File: src/escaped_frame_receiver_core_defines.svh
// Assertion helpers shared by the frame receiver.
`ifndef ESCAPED_FRAME_RECEIVER_CORE_DEFINES_SVH
`define ESCAPED_FRAME_RECEIVER_CORE_DEFINES_SVH

// Same-cycle implication, checked on every rising clock edge outside reset.
`define EFR_ASSERT_NOW(lbl, clk, rst, ante, cons, msg) \
   lbl: assert property (@(posedge clk) disable iff (rst) (ante) |-> (cons)) \
      else $error(msg);

// Next-cycle implication, checked on every rising clock edge outside reset.
`define EFR_ASSERT_NEXT(lbl, clk, rst, ante, cons, msg) \
   lbl: assert property (@(posedge clk) disable iff (rst) (ante) |=> (cons)) \
      else $error(msg);

`endif

File: src/efr_pkg.sv
`timescale 1ns / 1ps

package efr_pkg;

   // Result kinds as they appear on the result channel.
   typedef enum logic [1:0] {
      KIND_PAYLOAD  = 2'd0,
      KIND_GOOD     = 2'd1,
      KIND_CSUM_ERR = 2'd2,
      KIND_LEN_ERR  = 2'd3
   } efr_kind_type;

   // Register indexes on the configuration port.
   localparam logic [1:0] CSR_START_BYTE  = 2'd0;
   localparam logic [1:0] CSR_END_BYTE    = 2'd1;
   localparam logic [1:0] CSR_ESCAPE_BYTE = 2'd2;
   localparam logic [1:0] CSR_MAX_PAYLOAD = 2'd3;

   // Register reset values.
   localparam logic [7:0]  START_BYTE_RESET  = 8'd126;
   localparam logic [7:0]  END_BYTE_RESET    = 8'd127;
   localparam logic [7:0]  ESCAPE_BYTE_RESET = 8'd125;
   localparam logic [15:0] MAX_PAYLOAD_RESET = 16'd256;

   // Depth of the token queue between the front and the back.
   localparam int QDEPTH = 2;
   localparam int QPTR_W = 1;

   typedef struct packed {
      logic [7:0]  start_byte;
      logic [7:0]  end_byte;
      logic [7:0]  escape_byte;
      logic [15:0] max_payload;
   } efr_cfg_type;

   // A decoded byte: unescaped start or end marks plus the literal value.
   typedef struct packed {
      logic       is_start;
      logic       is_end;
      logic [7:0] data;
   } efr_token_type;

   typedef struct packed {
      logic empty;
      logic full;
   } efr_qstat_type;

endpackage

File: src/efr_front.sv
`timescale 1ns / 1ps

module efr_front (
   input  logic                 clock,
   input  logic                 reset,
   input  logic                 req_valid,
   output logic                 req_stall,
   input  logic [7:0]           req_rx_byte,
   input  efr_pkg::efr_cfg_type cfg,
   input  efr_pkg::efr_qstat_type qstat,
   output logic                 push,
   output efr_pkg::efr_token_type token
);
   import efr_pkg::*;

   logic escape_pending_ff;
   logic escape_pending_in;
   logic accept;

   // The front holds off the sender only while the queue is full.
   assign req_stall = qstat.full;
   assign accept    = req_valid && !qstat.full;

   // Escape removal and marker classification.
   always_comb begin
      escape_pending_in = escape_pending_ff;
      push              = 1'b0;
      token.data        = req_rx_byte;
      token.is_start    = 1'b0;
      token.is_end      = 1'b0;
      if (accept) begin
         if (escape_pending_ff) begin
            escape_pending_in = 1'b0;
            push              = 1'b1;
         end else if (req_rx_byte == cfg.escape_byte) begin
            escape_pending_in = 1'b1;
         end else begin
            push           = 1'b1;
            token.is_start = (req_rx_byte == cfg.start_byte);
            token.is_end   = (req_rx_byte == cfg.end_byte);
         end
      end
   end

   always_ff @(posedge clock) begin
      if (reset) begin
         escape_pending_ff <= 1'b0;
      end else begin
         escape_pending_ff <= escape_pending_in;
      end
   end

endmodule

File: src/efr_queue.sv
`timescale 1ns / 1ps

module efr_queue (
   input  logic                  clock,
   input  logic                  reset,
   input  logic                  push,
   input  efr_pkg::efr_token_type push_token,
   input  logic                  pop,
   output efr_pkg::efr_token_type head,
   output efr_pkg::efr_qstat_type qstat
);
   import efr_pkg::*;

   efr_token_type           entries [QDEPTH];
   logic [QPTR_W-1:0]       wr_ptr_ff;
   logic [QPTR_W-1:0]       rd_ptr_ff;
   logic [QPTR_W:0]         count_ff;

   assign head        = entries[rd_ptr_ff];
   assign qstat.empty = (count_ff == '0);
   assign qstat.full  = (count_ff == (QPTR_W+1)'(QDEPTH));

   // Token storage.
   always_ff @(posedge clock) begin
      if (push) begin
         entries[wr_ptr_ff] <= push_token;
      end
   end

   // Pointers and fill count.
   always_ff @(posedge clock) begin
      if (reset) begin
         wr_ptr_ff <= '0;
         rd_ptr_ff <= '0;
         count_ff  <= '0;
      end else begin
         if (push) begin
            wr_ptr_ff <= wr_ptr_ff + 1'b1;
         end
         if (pop) begin
            rd_ptr_ff <= rd_ptr_ff + 1'b1;
         end
         if (push && !pop) begin
            count_ff <= count_ff + 1'b1;
         end else if (pop && !push) begin
            count_ff <= count_ff - 1'b1;
         end
      end
   end

endmodule

File: src/efr_back.sv
`timescale 1ns / 1ps

module efr_back (
   input  logic                  clock,
   input  logic                  reset,
   input  efr_pkg::efr_qstat_type qstat,
   input  efr_pkg::efr_token_type token,
   output logic                  pop,
   input  logic [15:0]           max_payload,
   output logic                  rsp_valid,
   input  logic                  rsp_stall,
   output logic [1:0]            rsp_kind,
   output logic [7:0]            rsp_byte_value,
   output logic [15:0]           rsp_byte_index,
   output logic [7:0]            rsp_command,
   output logic [15:0]           rsp_length,
   output logic [7:0]            rsp_received_checksum,
   output logic [7:0]            rsp_computed_checksum,
   output logic [31:0]           rsp_good_frames,
   output logic [31:0]           rsp_checksum_errors,
   output logic [31:0]           rsp_length_errors
);
   import efr_pkg::*;

   typedef enum logic [2:0] {
      PH_IDLE,
      PH_CMD,
      PH_LEN_HI,
      PH_LEN_LO,
      PH_DATA,
      PH_CHECKSUM,
      PH_WAIT_END
   } phase_type;

   phase_type    phase_ff, phase_in;
   logic [7:0]   command_ff, command_in;
   logic [15:0]  length_ff, length_in;
   logic [15:0]  count_ff, count_in;
   logic [7:0]   xor_ff, xor_in;
   logic [7:0]   csum_ff, csum_in;
   logic [31:0]  good_ff, good_in;
   logic [31:0]  csum_err_ff, csum_err_in;
   logic [31:0]  len_err_ff, len_err_in;

   logic         rsp_valid_ff;
   efr_kind_type rsp_kind_ff;
   logic [7:0]   rsp_byte_value_ff;
   logic [15:0]  rsp_byte_index_ff;
   logic [7:0]   rsp_rx_sum_ff;

   logic         emit;
   efr_kind_type emit_kind;
   logic [7:0]   emit_value;
   logic [15:0]  emit_index;
   logic [7:0]   emit_rx_sum;
   logic [15:0]  low_length;

   // A queued token is taken whenever the result register is free or draining.
   assign pop        = !qstat.empty && (!rsp_valid_ff || !rsp_stall);
   assign low_length = {length_ff[15:8], token.data};

   // Frame parser: next state and the result it causes.
   always_comb begin
      phase_in    = phase_ff;
      command_in  = command_ff;
      length_in   = length_ff;
      count_in    = count_ff;
      xor_in      = xor_ff;
      csum_in     = csum_ff;
      good_in     = good_ff;
      csum_err_in = csum_err_ff;
      len_err_in  = len_err_ff;
      emit        = 1'b0;
      emit_kind   = KIND_PAYLOAD;
      emit_value  = 8'h00;
      emit_index  = 16'h0000;
      emit_rx_sum = 8'h00;
      if (pop) begin
         if (token.is_start) begin
            phase_in   = PH_CMD;
            command_in = 8'h00;
            length_in  = 16'h0000;
            count_in   = 16'h0000;
            xor_in     = 8'h00;
            csum_in    = 8'h00;
         end else if (token.is_end && (phase_ff == PH_WAIT_END)) begin
            emit        = 1'b1;
            emit_rx_sum = csum_ff;
            phase_in    = PH_IDLE;
            if (xor_ff == csum_ff) begin
               good_in   = good_ff + 32'd1;
               emit_kind = KIND_GOOD;
            end else begin
               csum_err_in = csum_err_ff + 32'd1;
               emit_kind   = KIND_CSUM_ERR;
            end
         end else begin
            case (phase_ff)
               PH_CMD: begin
                  command_in = token.data;
                  xor_in     = xor_ff ^ token.data;
                  phase_in   = PH_LEN_HI;
               end
               PH_LEN_HI: begin
                  length_in = {token.data, 8'h00};
                  xor_in    = xor_ff ^ token.data;
                  phase_in  = PH_LEN_LO;
               end
               PH_LEN_LO: begin
                  length_in = low_length;
                  xor_in    = xor_ff ^ token.data;
                  if (low_length > max_payload) begin
                     len_err_in = len_err_ff + 32'd1;
                     emit       = 1'b1;
                     emit_kind  = KIND_LEN_ERR;
                     phase_in   = PH_IDLE;
                  end else begin
                     count_in = 16'h0000;
                     phase_in = (low_length != 16'h0000) ? PH_DATA : PH_CHECKSUM;
                  end
               end
               PH_DATA: begin
                  xor_in     = xor_ff ^ token.data;
                  count_in   = count_ff + 16'd1;
                  emit       = 1'b1;
                  emit_kind  = KIND_PAYLOAD;
                  emit_value = token.data;
                  emit_index = count_ff;
                  if (count_in >= length_ff) begin
                     phase_in = PH_CHECKSUM;
                  end
               end
               PH_CHECKSUM: begin
                  csum_in  = token.data;
                  phase_in = PH_WAIT_END;
               end
               default: begin
               end
            endcase
         end
      end
   end

   // Parser state and the result register.
   always_ff @(posedge clock) begin
      if (reset) begin
         phase_ff     <= PH_IDLE;
         command_ff   <= 8'h00;
         length_ff    <= 16'h0000;
         count_ff     <= 16'h0000;
         xor_ff       <= 8'h00;
         csum_ff      <= 8'h00;
         good_ff      <= 32'h0;
         csum_err_ff  <= 32'h0;
         len_err_ff   <= 32'h0;
         rsp_valid_ff <= 1'b0;
      end else begin
         phase_ff    <= phase_in;
         command_ff  <= command_in;
         length_ff   <= length_in;
         count_ff    <= count_in;
         xor_ff      <= xor_in;
         csum_ff     <= csum_in;
         good_ff     <= good_in;
         csum_err_ff <= csum_err_in;
         len_err_ff  <= len_err_in;
         if (pop && emit) begin
            rsp_valid_ff <= 1'b1;
         end else if (!rsp_stall) begin
            rsp_valid_ff <= 1'b0;
         end
      end
      if (pop && emit) begin
         rsp_kind_ff       <= emit_kind;
         rsp_byte_value_ff <= emit_value;
         rsp_byte_index_ff <= emit_index;
         rsp_rx_sum_ff     <= emit_rx_sum;
      end
   end

   // Frame fields and counters follow the parser state, which holds
   // still while a result waits.
   assign rsp_valid             = rsp_valid_ff;
   assign rsp_kind              = rsp_kind_ff;
   assign rsp_byte_value        = rsp_byte_value_ff;
   assign rsp_byte_index        = rsp_byte_index_ff;
   assign rsp_received_checksum = rsp_rx_sum_ff;
   assign rsp_command           = command_ff;
   assign rsp_length            = length_ff;
   assign rsp_computed_checksum = xor_ff;
   assign rsp_good_frames       = good_ff;
   assign rsp_checksum_errors   = csum_err_ff;
   assign rsp_length_errors     = len_err_ff;

endmodule

File: src/escaped_frame_receiver_core.sv
`timescale 1ns / 1ps
// A result is registered: an accepted byte is written into the token queue, then
// the back part takes it from the queue head and registers the result it causes.
// Throughput: one byte per cycle while the queue is not full; the back parser takes
// one queued byte per cycle unless a result waits, and the two-entry queue decouples
// it from the receive side. Reset (synchronous, active high) clears the parser, the
// escape flag, queue, counters and result valid flag, and restores register defaults.
`include "escaped_frame_receiver_core_defines.svh"

module escaped_frame_receiver_core (
   input  logic        clock,
   input  logic        reset,
   input  logic        req_valid,
   output logic        req_stall,
   input  logic [7:0]  req_rx_byte,
   output logic        rsp_valid,
   input  logic        rsp_stall,
   output logic [1:0]  rsp_kind,
   output logic [7:0]  rsp_byte_value,
   output logic [15:0] rsp_byte_index,
   output logic [7:0]  rsp_command,
   output logic [15:0] rsp_length,
   output logic [7:0]  rsp_received_checksum,
   output logic [7:0]  rsp_computed_checksum,
   output logic [31:0] rsp_good_frames,
   output logic [31:0] rsp_checksum_errors,
   output logic [31:0] rsp_length_errors,
   input  logic        csr_valid,
   output logic        csr_ready,
   input  logic [1:0]  csr_index,
   input  logic [15:0] csr_data
);
   import efr_pkg::*;

   efr_cfg_type   cfg_ff;
   efr_qstat_type qstat;
   efr_token_type push_token;
   efr_token_type head;
   logic          push;
   logic          pop;

   // Configuration registers; writes are always taken.
   assign csr_ready = 1'b1;

   always_ff @(posedge clock) begin
      if (reset) begin
         cfg_ff.start_byte  <= START_BYTE_RESET;
         cfg_ff.end_byte    <= END_BYTE_RESET;
         cfg_ff.escape_byte <= ESCAPE_BYTE_RESET;
         cfg_ff.max_payload <= MAX_PAYLOAD_RESET;
      end else if (csr_valid && csr_ready) begin
         case (csr_index)
            CSR_START_BYTE:  cfg_ff.start_byte  <= csr_data[7:0];
            CSR_END_BYTE:    cfg_ff.end_byte    <= csr_data[7:0];
            CSR_ESCAPE_BYTE: cfg_ff.escape_byte <= csr_data[7:0];
            CSR_MAX_PAYLOAD: cfg_ff.max_payload <= csr_data;
            default: begin
            end
         endcase
      end
   end

   efr_front u_front (
      .clock       (clock),
      .reset       (reset),
      .req_valid   (req_valid),
      .req_stall   (req_stall),
      .req_rx_byte (req_rx_byte),
      .cfg         (cfg_ff),
      .qstat       (qstat),
      .push        (push),
      .token       (push_token)
   );

   efr_queue u_queue (
      .clock      (clock),
      .reset      (reset),
      .push       (push),
      .push_token (push_token),
      .pop        (pop),
      .head       (head),
      .qstat      (qstat)
   );

   efr_back u_back (
      .clock                 (clock),
      .reset                 (reset),
      .qstat                 (qstat),
      .token                 (head),
      .pop                   (pop),
      .max_payload           (cfg_ff.max_payload),
      .rsp_valid             (rsp_valid),
      .rsp_stall             (rsp_stall),
      .rsp_kind              (rsp_kind),
      .rsp_byte_value        (rsp_byte_value),
      .rsp_byte_index        (rsp_byte_index),
      .rsp_command           (rsp_command),
      .rsp_length            (rsp_length),
      .rsp_received_checksum (rsp_received_checksum),
      .rsp_computed_checksum (rsp_computed_checksum),
      .rsp_good_frames       (rsp_good_frames),
      .rsp_checksum_errors   (rsp_checksum_errors),
      .rsp_length_errors     (rsp_length_errors)
   );

   // A good frame always carries a matching checksum.
   `EFR_ASSERT_NOW(a_good_matches, clock, reset, rsp_valid && (rsp_kind == KIND_GOOD), rsp_received_checksum == rsp_computed_checksum, "good frame with checksum mismatch")

   // A payload byte always lies inside the announced length.
   `EFR_ASSERT_NOW(a_index_in_range, clock, reset, rsp_valid && (rsp_kind == KIND_PAYLOAD), rsp_byte_index < rsp_length, "payload index beyond frame length")

   // A length abort only reports lengths above the limit.
   `EFR_ASSERT_NOW(a_len_err_oversize, clock, reset, rsp_valid && (rsp_kind == KIND_LEN_ERR), rsp_length > cfg_ff.max_payload, "length abort for an allowed length")

   // No token is pushed into a full queue without a pop in the same cycle.
   `EFR_ASSERT_NOW(a_no_overflow, clock, reset, push, !qstat.full || pop, "token queue overflow")

endmodule
File: config.mk
export PLATFORM = sky130hd
export DESIGN_NAME = escaped_frame_receiver_core
export DESIGN_NICKNAME = d
export VERILOG_FILES = /design/src/efr_pkg.sv /design/src/efr_front.sv /design/src/efr_queue.sv /design/src/efr_back.sv /design/src/escaped_frame_receiver_core.sv
export VERILOG_INCLUDE_DIRS = /design/src /design/src/src
export SDC_FILE = /design/constraint.sdc
export NUM_CORES = 1
export LEC_CHECK = 0
export BUFFER_PORTS_ARGS = -buffer_cell sky130_fd_sc_hd__buf_4
export CAP_MARGIN = 20
export CORE_MARGIN = 5
export CORE_UTILIZATION = 40
export DETAILED_ROUTE_END_ITERATION = 6
export GPL_TIMING_DRIVEN = 0
export REMOVE_ABC_BUFFERS = 1
export SKIP_CTS_REPAIR_TIMING = 1
export SYNTH_ARGS = -nofsm -noshare
export SYNTH_HDL_FRONTEND = slang
export SYNTH_SLANG_ARGS = --single-unit
File: constraint.sdc
create_clock -name clock -period 8 [get_ports clock]
set_input_delay 1.2 -clock clock [delete_from_list [all_inputs] [get_ports clock]]
set_output_delay 1.2 -clock clock [all_outputs]
set_load 0.02 [all_outputs]
==> metrics.csv, run 1 <==
metric;value;unit
min_path_type;reg -> reg;
synthToLayoutAreaGrowth;22.75;%
cts-root-buf;clkbuf_16;
rsz0062_at_grt;false;
synth_edf_count;54;
drive_gt1_frac;0.1762;
hold_depth;2;
slowest_delay;720;ps
skew;20.57;ps
crit_path_max_fanout;19;
max-cap-violations;0;
antenna_left;0;
critPathSlowestCell;dfxtp_1;
clkTransAtPathRegs;60;ps
fmax;0.2181;GHz
cp.depth;10;
tightest_slew;1086;ps
coreArea;30510;um2
drt_wl_total;33750;um
place_inst;1906;
dr.pass1.iters;4;
clk_path_buf_depth;3;
initial_core_util;0.4030;
ir_drop;0.0001616;V
grt_use_met1;0.2672;
diodes;0;
io_buffers;194;
cp-start-kind;flop;
cts_sinks;256;
pwr_density_cell;248.9;nW/um2
ctsHtreeMaxLevel;1;
vias;10560;
grtUsageTotal;0.1898;
r2r_setup_slack;3410;ps
antenna_found_initial;0;
drt-initial-drc-count;718;
grt_pass1_vias;10030;
avgSynthCellArea;8.897;um2
timing.final.max_slew_violations;0;
grt_max_degree;97;
critPathRequiredTime;8240;ps
detail_route.wl_per_cell;17.20;um
arrival;4830;ps
tritoncts;yes;
critPathCapture;u_back.rsp_received_checksum[4];
critPathKind;reg -> reg;
overflow;0;
gp_congestion;0.8064;
max_slew_margin;0.2694;
synthArstFlopShare;0;
final_common_cell;dfxtp_1;
setup_tns;0;ps
synth.distinct_cells;61;
die_h;185.3;um
p_leak;5.601;nW
fin_crit;4585;ps
synth_area;12300;um2
dominantRegCellSynth;dfxtp_1;
num_rows;64;
yosysWarnings;0;
ys_seq_area_frac;0.4608;
crit_buf_inv;2;
fin_cells;1962;
status;finished, final reports clean;
die_w;185.3;um
ys_ff_latch;256;
fin_nets;1614;
fin_crit_sh;0.5732;
crit_family;compound AO/OA/AOI/OAI gates;
drc;0;
crit_chain;mux2i_1 > inv_1 > ha_1 > nor2b_1 > o211ai_1 > a2111o_1 > a31oi_1 > nand2_1 > a31oi_4 > buf_16;
global_route.usage.met3;0.03614;
top_usage_layer;met2;
layout_common_cells;dfxtp_1, buf_4, nor2_1;
vias_per_cell;5.381;
cts_made_buffers;28;
hpwl;23810;um
grt_pass1_wl;53670;um
dieArea;34350;um2
cp-end-kind;flop;
hold_viol;0;
syn-instance-count;1382;
r2r-end;u_back.rsp_received_checksum[4];
reg2regPathDepth;10;
clock_latency;550;ps
setup_viol;0;
ios;196;
grtUsageMet2;0.3013;
[power breakdown]
part	internal [mW]	total [mW]	switching (mW)
Clock	0.785	1.31	0.521
Sequential	1.40	1.48	0.0849
Combinational	0.294	0.970	0.675
Total	2.48	3.76	1.28
[sequential cells by signal, indices dropped and copies added (netlist names), 16 cells and up, named ones only]
| name | cells |
|---|---|
| u_back.rsp_checksum_errors | 32 |
| u_back.rsp_length_errors | 32 |
| u_back.rsp_byte_index | 16 |
| u_queue.entries | 20 |
| cfg_ff | 40 |
| u_back.rsp_good_frames | 32 |
| u_back.rsp_length | 16 |
| u_back.count_ff | 16 |
[kinds of logic (layout without fill, tap and decap cells)]
| logic type | Yosys count | count (layout) | share of synthesized area |
|---|---|---|---|
| buf+inv | 130 | 314 | 0.04091 |
| fa+ha+maj | 38 | 38 | 0.03867 |
| mux | 39 | 39 | 0.03277 |
| flops | 256 | 256 | 0.4608 |
| compound gates | 215 | 215 | 0.1106 |
| other cells | 1 | 1 | 0.0003050 |
| xor+xnor | 106 | 106 | 0.07551 |
| simple gates | 597 | 597 | 0.2405 |
[layout make-up]
type                       count  area [um2]
fill                        2927       15420
multi-input combinational    996        6158
sequential                   256        5665
timing repair buffer         204        1612
clock buffer                  45       887.1
tap                          396       495.5
inverter                      59       221.5
clock inverter                 6       53.80
[routing by layer]
metal | up-vias | wire [um]
li1 | 5242 | -
met5 | - | 0
met3 | 55 | 2021
met4 | 0 | 808
met2 | 256 | 15260
met1 | 5005 | 15660
[cell usage after synthesis (4+ instances only)]
library cell	number	share of area
dfxtp_1	202	0.33
nor2_1	171	0.052
nand2_1	130	0.040
a21oi_1	102	0.042
xnor2_1	83	0.059
clkbuf_1	64	0.020
nand3_1	62	0.025
inv_1	57	0.017
edfxtp_1	54	0.13
nor3_1	43	0.018
nand4_1	39	0.020
ha_1	38	0.039
and3_1	30	0.015
mux2i_1	29	0.024
nor4_1	25	0.013
or4_1	25	0.015
o31ai_1	23	0.014
xor2_1	23	0.016
o21ai_0	22	0.0090
a211oi_1	13	0.0079
and2_1	12	0.0061
nor2b_1	11	0.0056
mux2_2	10	0.0092
and4_1	9	0.0064
or3_1	9	0.0046
a22oi_1	7	0.0043
a31oi_1	7	0.0036
nor3b_1	7	0.0043
o2111ai_1	7	0.0050
a311oi_1	5	0.0036
nand2b_1	5	0.0025
nand3b_1	5	0.0031
a211o_1	4	0.0028
a21o_1	4	0.0024
buf_1	4	0.0012
or2_2	4	0.0020
[how the worst min path moves through the flow]
stage,startpoint,to
2_1_floorplan,cfg_ff[10],cfg_ff[10]
3_3_place_gp,cfg_ff[1],cfg_ff[1]
3_5_place_dp,cfg_ff[2],cfg_ff[2]
4_1_cts,cfg_ff[2],cfg_ff[2]
5_1_grt,cfg_ff[3],cfg_ff[3]
6_report,cfg_ff[3],cfg_ff[3]
[worst reg2reg max path, delay by kind of cell, from the launching register on]
family / cells / cell delay, ps
flip-flops: 1 / 720
buffers and inverters: 2 / 490
AO/OA/AOI/OAI: 4 / 1700
multiplexers: 1 / 670
adder cells (fa/ha/maj): 1 / 360
AND/OR/NAND/NOR: 2 / 340
[per-stage QoR]
stage	setup WS [ps]	hold slack, ps	utilization	total power [mW]	area, um2
floorplan	3374	430.3	-	2.077	12010
global placement	1426	446.6	0.4578	2.425	13970
detailed placement	3324	449.0	0.4621	2.450	14100
CTS	3430	457.4	0.4929	3.770	15040
global route	3206	475.1	0.4947	3.963	15090
finish	3415	454.0	0.4947	3.756	15090
(Power assumes the default switching activity.)
==> run 2, diff against run 1 <==
- clock period: 8 -> 4.5 ns (I/O delays scaled with it)
==> metrics.csv, run 2 (synthesized netlist as in run 1, its figures left out) <==
metric;value;unit;change
cp-start-kind;flop;;
detail_route.wl_per_cell;17.12;um;-0.45%
io_buffers;194;;unchanged
overflow;0;;unchanged
multiInputGateArea;6163;um2;about the same
max_slew_margin;0.2638;;-0.005622
synthToLayoutAreaGrowth;22.92;%;
die_w;185.3;um;unchanged
skew;18.94;ps;-1.638 ps
hold_depth;1;;-1
pwr_density_cell;442.3;nW/um2;+78%
cp.depth;10;;unchanged
vias_per_cell;5.348;;-0.61%
preCtsSetupSlack;-40.15;ps;-3364 ps
cts_sinks;256;;unchanged
arrival;4530;ps;-300 ps
tritoncts;yes;;
drt-initial-drc-count;703;;-2.1%
ios;196;;unchanged
fin_crit;4287;ps;-298.3 ps
grt_pass1_vias;10030;;unchanged
final_area;15110;um2;+0.13%
antenna_left;0;;unchanged
initial_core_util;0.4030;;unchanged
grtUsageTotal;0.1898;;unchanged
cts_made_buffers;28;;unchanged
fmax;0.2333;GHz;+7.0%
antenna_found_initial;0;;unchanged
vias;10500;;-0.51%
place_inst;1906;;unchanged
dieArea;34350;um2;unchanged
fin_nets;1616;;+0.12%
clock_latency;540;ps;about the same
drc;0;;unchanged
largest_register;cfg_ff;;
largest_reg_flops;40;;unchanged
layout_common_cells;dfxtp_1, buf_4, nor2_1;;
dr.pass1.iters;5;;+1
min_path_type;in -> reg;;
num_rows;64;;unchanged
reg2regPathDepth;10;;unchanged
drt_wl_total;33630;um;-0.34%
coreArea;30510;um2;unchanged
p_leak;5.613;nW;+0.21%
grt_max_degree;97;;unchanged
die_h;185.3;um;unchanged
ctsHtreeMaxLevel;1;;unchanged
diodes;0;;unchanged
cp-end-kind;flop;;
critPathRequiredTime;4740;ps;-3500 ps
slowest_delay;710;ps;about the same
crit_chain;mux2i_1 > inv_1 > ha_1 > nor2b_1 > o211ai_1 > a2111o_1 > a31oi_1 > nand2_1 > a31oi_4 > buf_4;;
grt_pass1_wl;53670;um;unchanged
regArea;5665;um2;unchanged
crit_path_max_fanout;11;;-8
dpl_cell_area;14100;um2;unchanged
fin_ws;213.1;ps;-3202 ps
rsz0062_at_grt;false;;
whs;367.5;ps;-86.47 ps
crit_buf_inv;2;;unchanged
drive_gt1_frac;0.1779;;+0.001688
fin_crit_sh;0.9526;;+0.3795
hpwl;23810;um;unchanged
crit_family;compound AO/OA/AOI/OAI gates;;
fin_cells;1964;;+0.10%
gp_congestion;0.8064;;unchanged
final_util;0.4954;;+0.0006560
hold_viol;0;;unchanged
timing.final.max_slew_violations;0;;unchanged
critPathKind;reg -> reg;;
max-cap-violations;0;;unchanged
ir_drop;0.0002870;V;+78%
setup_viol;0;;unchanged
critPathSlowestCell;dfxtp_1;;
cts-root-buf;clkbuf_16;;
status;finished, final reports clean;;
clk_path_buf_depth;3;;unchanged
final_common_cell;dfxtp_1;;
clkTransAtPathRegs;60;ps;about the same
fillCellCount;2927;;unchanged
tightest_slew;1094;ps;+8.357 ps
run 2: cell count changes in the layout (fill, tap and decap cells not counted), sizes merged:
cell  previous run  this run
buf            203       205
run 2: through the flow:
stage                     setup TNS [ps]  power, mW
final                                  0      6.685
after global routing                   0      7.048
after CTS                          -1265      6.703
after detailed placement          -717.2      4.356
after global placement            -86680      4.310
after floorplan                    -4278      3.693
run 2: area by class of cell:
| type | instances | area share |
|---|---|---|
| Tap cell | 396 | 0.03278 |
| Timing Repair Buffer | 206 | 0.1076 |
| Multi-Input combinational cell | 996 | 0.4078 |
| Clock buffer | 45 | 0.05870 |
| Clock inverter | 6 | 0.003560 |
| Sequential cell | 256 | 0.3749 |
| Inverter | 59 | 0.01465 |
run 2: worst paths after layout:
kind	startpoint	end	slack [ps]
worst max-delay path	flop	u_back.rsp_received_checksum[0]	210
worst min-delay path	req_rx_byte[6]	u_queue.entries[0][6]	370
worst max register to register	flop	u_back.rsp_received_checksum[0]	210
worst min register to register	cfg_ff[2]	cfg_ff[2]	450
run 2: worst register-to-register path: cells and delay by family (launching register included):
family                     cells  cell delay [ps]
and+or+nand+nor                2              350
muxes                          1              670
adders and majority gates      1              360
DFF                            1              710
AOI/OAI and AO/OA              4             1410
buffers and inverters          2              480
run 2: power breakdown:
part	leakage (nW)	internal, mW	switching, mW	total (mW)
sequential	2.06	2.48	0.150	2.63
clock	0.467	1.40	0.925	2.32
combinational	3.09	0.525	1.21	1.73
total	5.61	4.40	2.28	6.68
run 2: layer usage:
layer | track usage | part of all wire
met2 | 0.3013 | 0.45
met5 | 0 | 0
met1 | 0.2672 | 0.46
met3 | 0.03614 | 0.063
met4 | 0.04874 | 0.024
==> run 3, diff against run 2 <==
- SLEW_MARGIN: not set -> 5
- clock period: 4.5 -> 3.9 ns (I/O delays scaled with it)
==> metrics.csv, run 3 (synthesized netlist as in run 1, its figures left out) <==
metric;value;unit;change
dr.pass1.iters;5;;unchanged
p_sw;2.691;mW;+18%
overflow;0;;unchanged
min_path_type;in -> reg;;
cts_made_buffers;29;;+3.6%
fin_crit_sh;0.9394;;-0.01321
critPathKind;reg -> reg;;
fmax;0.2729;GHz;+17%
crit_family;compound AO/OA/AOI/OAI gates;;
status;finished, final reports clean;;
crit_buf_inv;2;;unchanged
drive_gt1_frac;0.1884;;+0.01048
ctsHtreeMaxLevel;1;;unchanged
arrival;3910;ps;-620 ps
dieArea;34350;um2;unchanged
grtUsageTotal;0.1910;;+0.001198
detail_route.wl_per_cell;17.26;um;+0.81%
largest_reg_flops;40;;unchanged
io_buffers;194;;unchanged
fin_cells;1967;;+0.15%
layout_common_cells;dfxtp_1, buf_4, nor2_1;;
p_comb_frac;0.262;;+0.003
max_slew_margin;0.2303;;-0.03351
grt_pass1_vias;10100;;+0.68%
hpwl;23800;um;about the same
cts_sinks;256;;unchanged
crit_path_max_fanout;11;;unchanged
clk_path_buf_depth;3;;unchanged
fin_crit;3664;ps;-623.1 ps
die_w;185.3;um;unchanged
gp_congestion;0.8064;;unchanged
critPathSlowestCell;mux2i_1;;
vias;10650;;+1.4%
skew;16.61;ps;-2.328 ps
critPathRequiredTime;4150;ps;-590 ps
tritoncts;yes;;
synthToLayoutAreaGrowth;23.84;%;
fin_nets;1617;;+0.062%
clkTransAtPathRegs;60;ps;about the same
tightest_slew;1144;ps;+49.81 ps
slowest_delay;680;ps;-30 ps
power.share.sequential;0.384;;-0.010
initial_core_util;0.4030;;unchanged
cts-root-buf;clkbuf_16;;
antenna_found_initial;0;;unchanged
grt_max_degree;97;;unchanged
crit_chain;mux2i_1 > inv_1 > ha_1 > a21oi_1 > a2111o_1 > a31oi_2 > nand2_1 > a31oi_4 > buf_4;;
cp-start-kind;flop;;
place_inst;1906;;unchanged
drc;0;;unchanged
setup_viol;0;;unchanged
rsz0062_at_grt;false;;
ir_drop;0.0003343;V;+16%
die_h;185.3;um;unchanged
num_rows;64;;unchanged
coreArea;30510;um2;unchanged
drt_wl_total;33960;um;+0.97%
ios;196;;unchanged
antenna_left;0;;unchanged
timing.final.max_slew_violations;0;;unchanged
p_sw_frac;0.3388;;-0.002625
vias_per_cell;5.413;;+1.2%
pwr-share-clk;0.355;;+0.008
p_leak;5.659;nW;+0.83%
grt_pass1_wl;53850;um;+0.33%
fin_total_pwr;7.943;mW;+19%
max-cap-violations;0;;unchanged
diodes;0;;unchanged
p_int;5.252;mW;+19%
drt-initial-drc-count;670;;-4.7%
final_util;0.4991;;+0.003732
clock_latency;560;ps;+20 ps
pwr_density_cell;521.6;nW/um2;+18%
cp-end-kind;flop;;
hold_viol;0;;unchanged
final_common_cell;dfxtp_1;;
largest_register;cfg_ff;;
run 3: layout make-up:
| cell class | count | area (um2) |
|---|---|---|
| flip-flops and latches | 256 | 5667 |
| well taps | 396 | 495.5 |
| repair buffers | 206 | 1624 |
| fillers | 2940 | 15280 |
| multi-input cells | 996 | 6210 |
| clock buffers | 45 | 938.4 |
| inverters | 59 | 221.5 |
| clock inverters | 9 | 71.32 |
run 3: power groups by stage:
stage	clock, mW	combinational (mW)	sequential, mW
floorplan	0	1.13	3.13
global placement	0	1.88	3.09
detailed placement	0	2.00	3.09
CTS	2.89	2.01	3.04
global route	3.01	2.30	3.07
finish	2.82	2.08	3.05
run 3: path summary, 6_finish.rpt:
check                                  start                               to  slack (ps)  depth (start not counted)
worst max-delay path                    flop  u_back.rsp_received_checksum[0]         240                          9
worst min-delay path            csr_data[15]                       cfg_ff[15]         270                          3
worst max register to register          flop  u_back.rsp_received_checksum[0]         240                          9
worst min register to register     cfg_ff[3]                        cfg_ff[3]         450                          2
run 3: per-layer routing:
metal  track usage  wire length [um]
met5             0                 0
met4       0.04551               741
met3       0.03947              2287
met2        0.3061             15330
met1        0.2660             15600
run 3: tightest hold or removal path, cell delays in order:
cell and delay [ps]:
buf_4 110, nand2_1 40, a21oi_1 50
run 3: metrics by stage:
| stage | hold slack [ps] | setup slack (ps) | setup TNS, ps | cell area [um2] |
|---|---|---|---|---|
| after floorplan | 430.3 | -725.8 | -24680 | 12010 |
| after global placement | 446.6 | -2674 | -165020 | 13970 |
| after detailed placement | 449.4 | -652.1 | -42180 | 14100 |
| after CTS | 251.4 | -682.8 | -41870 | 15110 |
| after global routing | 251.8 | 36.46 | 0 | 15230 |
| final | 272.2 | 236.2 | 0 | 15230 |
